`src/hw/rtl/i2cm_pkg.sv`:
```
// ----------------------------------------------------------------------------
// I2C master bit engine package
// Command codes and register map constants that the engine, its register
// block and its checker use.
// ----------------------------------------------------------------------------
`default_nettype none

package i2cm_pkg;

	// Bus commands. The code 7 is unused and ignored by the engine.
	typedef enum logic [2:0] {
		OP_RELEASE = 3'd0,
		OP_START   = 3'd1,
		OP_STOP    = 3'd2,
		OP_WRITE   = 3'd3,
		OP_READ    = 3'd4,
		OP_SACK    = 3'd5,
		OP_RACK    = 3'd6
	} op_t;

	// Register map: word index taken from paddr[2].
	localparam int unsigned ADDR_W = 3;
	localparam logic REG_LONG_WAIT  = 1'b0;
	localparam logic REG_SHORT_WAIT = 1'b1;

	// Width of the writable field of each wait register.
	localparam int unsigned REG_FIELD_W = 16;

	// Reset values of the wait registers, in ticks.
	localparam logic [REG_FIELD_W-1:0] LONG_WAIT_RST  = 16'd5;
	localparam logic [REG_FIELD_W-1:0] SHORT_WAIT_RST = 16'd4;

endpackage

`default_nettype wire

```
`src/hw/rtl/i2cm_apb_regs.sv`:
```
// ----------------------------------------------------------------------------
// I2C master wait registers
// APB-style register block holding the long and short wait counts.
// ----------------------------------------------------------------------------
`default_nettype none

module i2cm_apb_regs #(
	parameter int unsigned WAIT_BITS = 16
) (
	input  wire logic                          clk,
	input  wire logic                          arst_n,
	input  wire logic                          psel,
	input  wire logic                          penable,
	input  wire logic                          pwrite,
	input  wire logic [i2cm_pkg::ADDR_W-1:0]   paddr,
	input  wire logic [31:0]                   pwdata,
	output logic      [31:0]                   prdata,
	output logic                               pready,
	output logic      [WAIT_BITS-1:0]          long_wait,
	output logic      [WAIT_BITS-1:0]          short_wait
);

	logic                 wr_en;
	logic [31:0]          wdata_field;
	logic [31:0]          lw_rst_ext;
	logic [31:0]          sw_rst_ext;
	logic [WAIT_BITS-1:0] long_wait_q;
	logic [WAIT_BITS-1:0] short_wait_q;

	// Only the low 16 bits are writable; narrower counters keep fewer bits.
	assign wdata_field = {16'd0, pwdata[i2cm_pkg::REG_FIELD_W-1:0]};
	assign lw_rst_ext  = {16'd0, i2cm_pkg::LONG_WAIT_RST};
	assign sw_rst_ext  = {16'd0, i2cm_pkg::SHORT_WAIT_RST};

	assign pready = 1'b1;
	assign wr_en  = psel & penable & pwrite;

	// Register writes land at the access cycle.
	always_ff @(posedge clk or negedge arst_n) begin
		if (!arst_n) begin
			long_wait_q  <= lw_rst_ext[WAIT_BITS-1:0];
			short_wait_q <= sw_rst_ext[WAIT_BITS-1:0];
		end else if (wr_en) begin
			if (paddr[2] == i2cm_pkg::REG_LONG_WAIT) begin
				long_wait_q <= wdata_field[WAIT_BITS-1:0];
			end else begin
				short_wait_q <= wdata_field[WAIT_BITS-1:0];
			end
		end
	end

	// Read back the addressed register, zero extended.
	always_comb begin
		if (paddr[2] == i2cm_pkg::REG_LONG_WAIT) begin
			prdata = 32'(long_wait_q);
		end else begin
			prdata = 32'(short_wait_q);
		end
	end

	assign long_wait  = long_wait_q;
	assign short_wait = short_wait_q;

endmodule

`default_nettype wire

```
`src/hw/rtl/i2c_master_bit_engine.sv`:
```
// ----------------------------------------------------------------------------
// I2C master bit engine
// The result word of an accepted tick is registered and shown in the cycle after it.
// Throughput: one tick word per cycle while the result side does not stall; the
// next-state logic is a single pass from the state registers, which also hold the result word.
// Reset: SCL and SDA released, engine idle, wait registers at 5 and 4.
// Each tick drives SCL and SDA (1 = released), times bus segments from the
// wait registers, shifts read data in MSB first and pulses done on the tick
// a command finishes.
// ----------------------------------------------------------------------------
`default_nettype none

module i2c_master_bit_engine #(
	parameter int unsigned WAIT_BITS = 16
) (
	input  wire logic                        clk,
	input  wire logic                        arst_n,
	// Configuration port
	input  wire logic                        psel,
	input  wire logic                        penable,
	input  wire logic                        pwrite,
	input  wire logic [i2cm_pkg::ADDR_W-1:0] paddr,
	input  wire logic [31:0]                 pwdata,
	output logic      [31:0]                 prdata,
	output logic                             pready,
	// Tick input channel
	input  wire logic                        in_valid,
	output logic                             in_stall,
	input  wire logic                        cmd_valid,
	input  wire logic [2:0]                  op,
	input  wire logic [7:0]                  tx_byte,
	input  wire logic                        ack_level,
	input  wire logic                        sda_in,
	// Result channel
	output logic                             out_valid,
	input  wire logic                        out_stall,
	output logic                             scl_out,
	output logic                             sda_out,
	output logic                             busy_res,
	output logic                             done_res,
	output logic      [7:0]                  rx_byte,
	output logic                             rx_ack
);

	typedef enum logic [2:0] {
		PH_IDLE      = 3'd0,
		PH_LOW       = 3'd1,
		PH_HIGH      = 3'd2,
		PH_STOP_LOW  = 3'd3,
		PH_STOP_SCL  = 3'd4,
		PH_STOP_HOLD = 3'd5,
		PH_START_REL = 3'd6,
		PH_START_SDA = 3'd7
	} phase_t;

	logic [WAIT_BITS-1:0] long_wait;
	logic [WAIT_BITS-1:0] short_wait;

	// Engine state; it is also the result word shown on the output.
	phase_t               phase_q, phase_d;
	i2cm_pkg::op_t        active_op_q, active_op_d;
	logic                 scl_q, scl_d;
	logic                 sda_q, sda_d;
	logic [3:0]           bit_cnt_q, bit_cnt_d;
	logic [WAIT_BITS-1:0] wait_cnt_q, wait_cnt_d;
	logic [7:0]           shift_q, shift_d;
	logic                 ack_q, ack_d;
	logic [7:0]           tx_hold_q, tx_hold_d;
	logic                 done_q, done_d;
	logic                 out_valid_q;

	logic                 accept;
	logic                 enter_low;
	logic [3:0]           bit_dec;
	logic [2:0]           bit_idx;

	i2cm_apb_regs #(
		.WAIT_BITS (WAIT_BITS)
	) u_regs (
		.clk        (clk),
		.arst_n     (arst_n),
		.psel       (psel),
		.penable    (penable),
		.pwrite     (pwrite),
		.paddr      (paddr),
		.pwdata     (pwdata),
		.prdata     (prdata),
		.pready     (pready),
		.long_wait  (long_wait),
		.short_wait (short_wait)
	);

	// A zero wait count behaves as a single tick.
	function automatic logic [WAIT_BITS-1:0] load_wait(input logic [WAIT_BITS-1:0] w);
		if (w == '0) begin
			return '0;
		end
		return w - 1'b1;
	endfunction

	// The result word is the state itself, so a new tick is taken as soon
	// as the current word is gone or leaves in this cycle.
	assign in_stall = out_valid_q & out_stall;
	assign accept   = in_valid & ~in_stall;

	assign bit_dec = (bit_cnt_q == 4'd0) ? 4'd0 : bit_cnt_q - 4'd1;

	// Next-state logic for one tick.
	always_comb begin
		phase_d     = phase_q;
		active_op_d = active_op_q;
		scl_d       = scl_q;
		sda_d       = sda_q;
		bit_cnt_d   = bit_cnt_q;
		wait_cnt_d  = wait_cnt_q;
		shift_d     = shift_q;
		ack_d       = ack_q;
		tx_hold_d   = tx_hold_q;
		done_d      = 1'b0;
		enter_low   = 1'b0;

		if (phase_q == PH_IDLE) begin
			// Idle: take a new command if one with a used code is offered.
			if (cmd_valid && op <= 3'(i2cm_pkg::OP_RACK)) begin
				active_op_d = i2cm_pkg::op_t'(op);
				case (i2cm_pkg::op_t'(op))
					i2cm_pkg::OP_RELEASE: begin
						scl_d  = 1'b1;
						sda_d  = 1'b1;
						done_d = 1'b1;
					end
					i2cm_pkg::OP_START: begin
						scl_d      = 1'b1;
						sda_d      = 1'b1;
						wait_cnt_d = load_wait(long_wait);
						phase_d    = PH_START_REL;
					end
					i2cm_pkg::OP_STOP: begin
						scl_d      = 1'b0;
						sda_d      = 1'b0;
						wait_cnt_d = load_wait(short_wait);
						phase_d    = PH_STOP_LOW;
					end
					i2cm_pkg::OP_WRITE: begin
						tx_hold_d = tx_byte;
						bit_cnt_d = 4'd8;
						enter_low = 1'b1;
					end
					i2cm_pkg::OP_READ: begin
						bit_cnt_d = 4'd8;
						enter_low = 1'b1;
					end
					i2cm_pkg::OP_SACK: begin
						tx_hold_d = {7'd0, ack_level};
						bit_cnt_d = 4'd1;
						enter_low = 1'b1;
					end
					default: begin
						bit_cnt_d = 4'd1;
						enter_low = 1'b1;
					end
				endcase
			end
		end else if (wait_cnt_q != '0) begin
			// Segment still running.
			wait_cnt_d = wait_cnt_q - 1'b1;
		end else begin
			// Segment ends: move to the next one.
			case (phase_q)
				PH_LOW: begin
					scl_d      = 1'b1;
					wait_cnt_d = load_wait(short_wait);
					phase_d    = PH_HIGH;
				end
				PH_HIGH: begin
					if (active_op_q == i2cm_pkg::OP_READ) begin
						shift_d = {shift_q[6:0], sda_in};
					end else if (active_op_q == i2cm_pkg::OP_RACK) begin
						ack_d = sda_in;
					end
					bit_cnt_d = bit_dec;
					if (bit_dec != 4'd0) begin
						enter_low = 1'b1;
					end else begin
						scl_d = 1'b0;
						if (active_op_q == i2cm_pkg::OP_READ ||
						    active_op_q == i2cm_pkg::OP_RACK) begin
							sda_d = 1'b1;
						end
						phase_d = PH_IDLE;
						done_d  = 1'b1;
					end
				end
				PH_STOP_LOW: begin
					scl_d      = 1'b1;
					wait_cnt_d = load_wait(short_wait);
					phase_d    = PH_STOP_SCL;
				end
				PH_STOP_SCL: begin
					sda_d      = 1'b1;
					wait_cnt_d = load_wait(long_wait);
					phase_d    = PH_STOP_HOLD;
				end
				PH_STOP_HOLD: begin
					phase_d = PH_IDLE;
					done_d  = 1'b1;
				end
				PH_START_REL: begin
					sda_d      = 1'b0;
					wait_cnt_d = load_wait(short_wait);
					phase_d    = PH_START_SDA;
				end
				PH_START_SDA: begin
					scl_d   = 1'b0;
					phase_d = PH_IDLE;
					done_d  = 1'b1;
				end
				default: begin
					phase_d = PH_IDLE;
				end
			endcase
		end

		// Bit position of the data bit to drive, wrapping as a 3-bit value.
		bit_idx = bit_cnt_d[2:0] - 3'd1;

		// Start of a bit: SCL low, data bit or released SDA, long setup.
		if (enter_low) begin
			scl_d = 1'b0;
			if (active_op_d == i2cm_pkg::OP_WRITE || active_op_d == i2cm_pkg::OP_SACK) begin
				sda_d = tx_hold_d[bit_idx];
			end else begin
				sda_d = 1'b1;
			end
			wait_cnt_d = load_wait(long_wait);
			phase_d    = PH_LOW;
		end
	end

	// State and result registers advance on each accepted tick.
	always_ff @(posedge clk or negedge arst_n) begin
		if (!arst_n) begin
			phase_q     <= PH_IDLE;
			active_op_q <= i2cm_pkg::OP_RELEASE;
			scl_q       <= 1'b1;
			sda_q       <= 1'b1;
			bit_cnt_q   <= 4'd0;
			wait_cnt_q  <= '0;
			shift_q     <= 8'd0;
			ack_q       <= 1'b0;
			tx_hold_q   <= 8'd0;
			done_q      <= 1'b0;
			out_valid_q <= 1'b0;
		end else begin
			if (accept) begin
				phase_q     <= phase_d;
				active_op_q <= active_op_d;
				scl_q       <= scl_d;
				sda_q       <= sda_d;
				bit_cnt_q   <= bit_cnt_d;
				wait_cnt_q  <= wait_cnt_d;
				shift_q     <= shift_d;
				ack_q       <= ack_d;
				tx_hold_q   <= tx_hold_d;
				done_q      <= done_d;
				out_valid_q <= 1'b1;
			end else if (!out_stall) begin
				out_valid_q <= 1'b0;
			end
		end
	end

	assign out_valid = out_valid_q;
	assign scl_out   = scl_q;
	assign sda_out   = sda_q;
	assign busy_res  = (phase_q != PH_IDLE);
	assign done_res  = done_q;
	assign rx_byte   = shift_q;
	assign rx_ack    = ack_q;

endmodule

`default_nettype wire

```
`config.mk`:
```
export PLATFORM = sky130hd
export DESIGN_NAME = i2c_master_bit_engine
export DESIGN_NICKNAME = d
export VERILOG_FILES = /design/src/hw/rtl/i2cm_pkg.sv /design/src/hw/rtl/i2cm_apb_regs.sv /design/src/hw/rtl/i2c_master_bit_engine.sv
export SDC_FILE = /design/constraint.sdc
export NUM_CORES = 1
export LEC_CHECK = 0
export BUFFER_PORTS_ARGS = -buffer_cell sky130_fd_sc_hd__clkbuf_2
export CORE_AREA = 2 2 77 134
export CTS_CLUSTER_DIAMETER = 150
export CTS_CLUSTER_SIZE = 28
export DETAILED_ROUTE_END_ITERATION = 6
export DIE_AREA = 0 0 79 136
export PLACE_DENSITY = 0.79
export SLEW_MARGIN = 10
export SYNTH_ARGS = -nofsm -noshare
export SYNTH_HDL_FRONTEND = slang
export SYNTH_SLANG_ARGS = --single-unit
```
`constraint.sdc`:
```
create_clock -name clk -period 8.7 [get_ports clk]
set_input_delay 0.435 -clock clk [delete_from_list [all_inputs] [get_ports clk]]
set_output_delay 0.435 -clock clk [all_outputs]
set_load 0.02 [all_outputs]
```
==> results by group <==
Outcome
  – Status: finished, final reports clean

Worst hold path
  – Hold Crit Class: in2async

Place
  – Post-DP HPWL: 9840 um
  – Pre-CTS setup slack: 4.61 ns
  – PortBufs: 68
  – RD Place Congestion: 0.936

Floorplanning
  – Row count: 48
  – Starting density of the core: 53.8%
  – Die width: 79 um
  – Core ar.: 0.00973 sq mm
  – Total die area: 0.0107 sq mm
  – Top-Level Pins: 104
  – Chip height: 136 um

Clock tree
  – Num CTS Buffers: 9
  – Maximum clock insertion buffer count: 2
  – Clock latency on the worst-skew pair: 0.34 ns
  – Setup Buffers After CTS: 0
  – Clock sinks: 79
  – CTS root buffer: clkbuf_16
  – Post-CTS Hold Buffers: 0
  – Clock Pin Slew Worst Setup and Hold Paths: 0.06 ns
  – CTS tree: yes
  – H-Tree Depth: 3
  – Post-cts sizing count: 0

Detailed routing
  – Post-DR wirelength/cell: 18.0 um
  – Antenna-violating nets left: 0
  – Via Count: 4,531
  – Final WL: 13,200 um
  – Via/cell ratio: 6.16
  – Drt initial violations: 308
  – Remaining DRCs: 0
  – First-pass DRT Iterations: 5

Critical path
  – Critical path required time: 8.97 ns
  – Crit path capture type: flip-flop
  – Worst reg2reg path depth: 14
  – Worst Setup EP: sda_out
  – Startpoint Class: flip-flop
  – Worst Setup SP: wait_cnt_q[0]
  – Crit path kind: reg2reg
  – Reg2reg end: sda_out
  – Worst EP arrival: 4.38 ns
  – Worst-path fanout max: 8
  – Reg2reg setup slack: 4.59 ns
  – R2R Path Start: wait_cnt_q[0]

Timing
  – Post-Route Setup TNS: 0 ns
  – Fmax: 0.243 GHz
  – Setup violators final: 0
  – Crit share post-route: 47.3%
  – Period minus WS final: 4.11 ns
  – Slew @ Worst Pin: 1.09 ns
  – Relative slew slack: 26.4%
  – Final WS setup: 4.59 ns
  – Max Transition Viols Final: 0
  – Clock skew: 0.00713 ns
  – RSZ-0062 raised after global routing: no
  – Final hold viol count: 0

Synthesis
  – Post-Syn Area: 0.00523 sq mm
  – Synthesis warning total: 0
  – Async SR Flop Fraction: 100%
  – Leading area contributor after synthesis: dfrtp_1
  – Syn_area_per_cell: 9.41 sq um
  – Synthesized flop and latch total: 79
  – Top cells by area, synth: dfrtp_1 35%, mux2_2 13%, xnor2_1 3.7%
  – Post-synth EDFFs: 0
  – Post-synthesis xor/xnor area fraction: 6.53%
  – Post-synthesis mux area share: 13.9%
  – Simple-gate share of the synthesized area: 17.6%
  – Adder-Cell Fraction of Synth Area: 1.44%
  – Synth Area in Compound Gates: 16.8%
  – Syn Inst Count: 556
  – Share of the yosys chip area belonging to registers: 37.9%
  – Main synth FF type: dfrtp_1
  – Distinct cells, synth: 67
  – Main combinational cell family by area after synthesis: simple AND/OR/NAND/NOR gates
  – Yosys top cell area share: 35.4%

Power and ir drop
  – Maximum VDD drop: 0.175 mV
  – Leakage: 2.45 nW
  – Power Dens Cells: 292 mW/mm^2

GRT
  – All-Layer GR Usage: 25.6%
  – Grt total ovfl: 0
  – Vias in the first global route: 4,519
  – Initial antenna violation count: 0
  – Largest net degree at the start of global routing: 80
  – First-pass GRT wire length: 21,700 um

Cells and area
  – Antenna diodes: 0
  – Filler cells: 865
  – Most common cell after layout, fill and taps aside: dfrtp_1
  – Most frequent cells in the layout: 74 x dfrtp_1, 67 x clkbuf_2, 60 x mux2_2
  – Share of post-route cells with drive strength above 1: 26.0%
  – Area Overhead vs Synth: 11.6%
  – Final #Nets: 668

Job
  – Max-cap violations: 0
sequential cells by signal, indices dropped and copies added (netlist names):
signal             count
wait_cnt_q            16
tx_hold_q              8
sda_out                1
rx_ack                 1
active_op_q            3
done_res               1
u_regs.long_wait      16
u_regs.short_wait     16
out_valid              1
rx_byte                8
scl_out                1
bit_cnt_q              4
phase_q                3
critical path, stage by stage (launching register included):
cell and delay, ns:
dfrtp_1 0.41, inv_1 0.10, ha_1 0.20, or3b_1 0.50, or4_4 0.62, or2_0 0.45
o21ai_0 0.27, nand2b_1 0.07, a21boi_0 0.32, ha_1 0.34, a221oi_1 0.09, a21oi_1 0.17
nand2_1 0.07, mux2_2 0.26, a31oi_1 0.18
cell usage after synthesis, types with 4 or more instances:
cell,n
nor3_1,23
nor2_1,42
o211ai_1,4
a21oi_1,19
a221oi_1,6
mux2i_1,5
inv_1,14
nand3_1,11
dfrtp_1,74
xnor2_1,22
nand2b_1,6
o31ai_1,4
nand2_1,40
clkbuf_1,23
dfstp_2,5
o21ai_0,38
buf_4,17
a211oi_1,4
or3_1,5
a22oi_1,5
a32o_1,8
or4_1,10
o22ai_1,10
nand3b_1,4
a31oi_1,6
nor4_1,9
xor2_1,17
ha_1,6
mux2_2,60
cells by family after synthesis:
group           Yosys count
mux                      65
xor+xnor                 39
other cells               2
compound gates          130
simple gates            175
flops                    79
buf+inv                  60
fa+ha+maj                 6
layer usage:
metal	part of all wire (%)	up-vias	track usage [%]
met5	0	-	0
met4	4.6	0	13.7
met3	4.2	46	4.25
met2	56	157	48.2
met1	36	2208	26.3
li1	-	2120	-
where the power goes:
part           switching [W]  leakage (nW)  internal [W]
sequential          0.000148         0.978      0.000478
clock               0.000165         0.128      0.000196
combinational       0.000420          1.35      0.000297
worst min-delay path by stage:
stage / from / endpoint / slack (ns) / cells after the start
CTS: in_valid / out_valid / 0.31 / 2
global route: pwdata[0] / u_regs.long_wait[0] / 0.34 / 2
finish: arst_n / bit_cnt_q[3] / 0.22 / 1
global placement: done_res / done_res / 0.46 / 2
detailed placement: done_res / done_res / 0.48 / 2
floorplan: arst_n / active_op_q[0] / 0.14 / 0
through the flow:
step	hold WS, ns	std cells	power [W]	area [sq um]	util (%)
2_1_floorplan	0.139	571	0.00114	5290	-
3_3_place_gp	0.462	720	0.00131	5550	57.1
3_5_place_dp	0.480	720	0.00134	5550	57.1
4_1_cts	0.311	736	0.00170	5840	60.0
5_1_grt	0.341	736	0.00181	5840	60.0
6_report	0.224	736	0.00170	5840	60.0
final cells by class:
| class | count | area, sq um | area share (%) |
|---|---|---|---|
| clock buffers | 9 | 225 | 3.86 |
| clock inverters | 7 | 57.6 | 0.986 |
| inverters | 14 | 52.6 | 0.900 |
| multi-input cells | 432 | 3000 | 51.5 |
| flip-flops and latches | 79 | 1980 | 34.0 |
| well taps | 125 | 156 | 2.68 |
| repair buffers | 70 | 358 | 6.13 |
No activity file was read; power rests on OpenSTA's default activity.
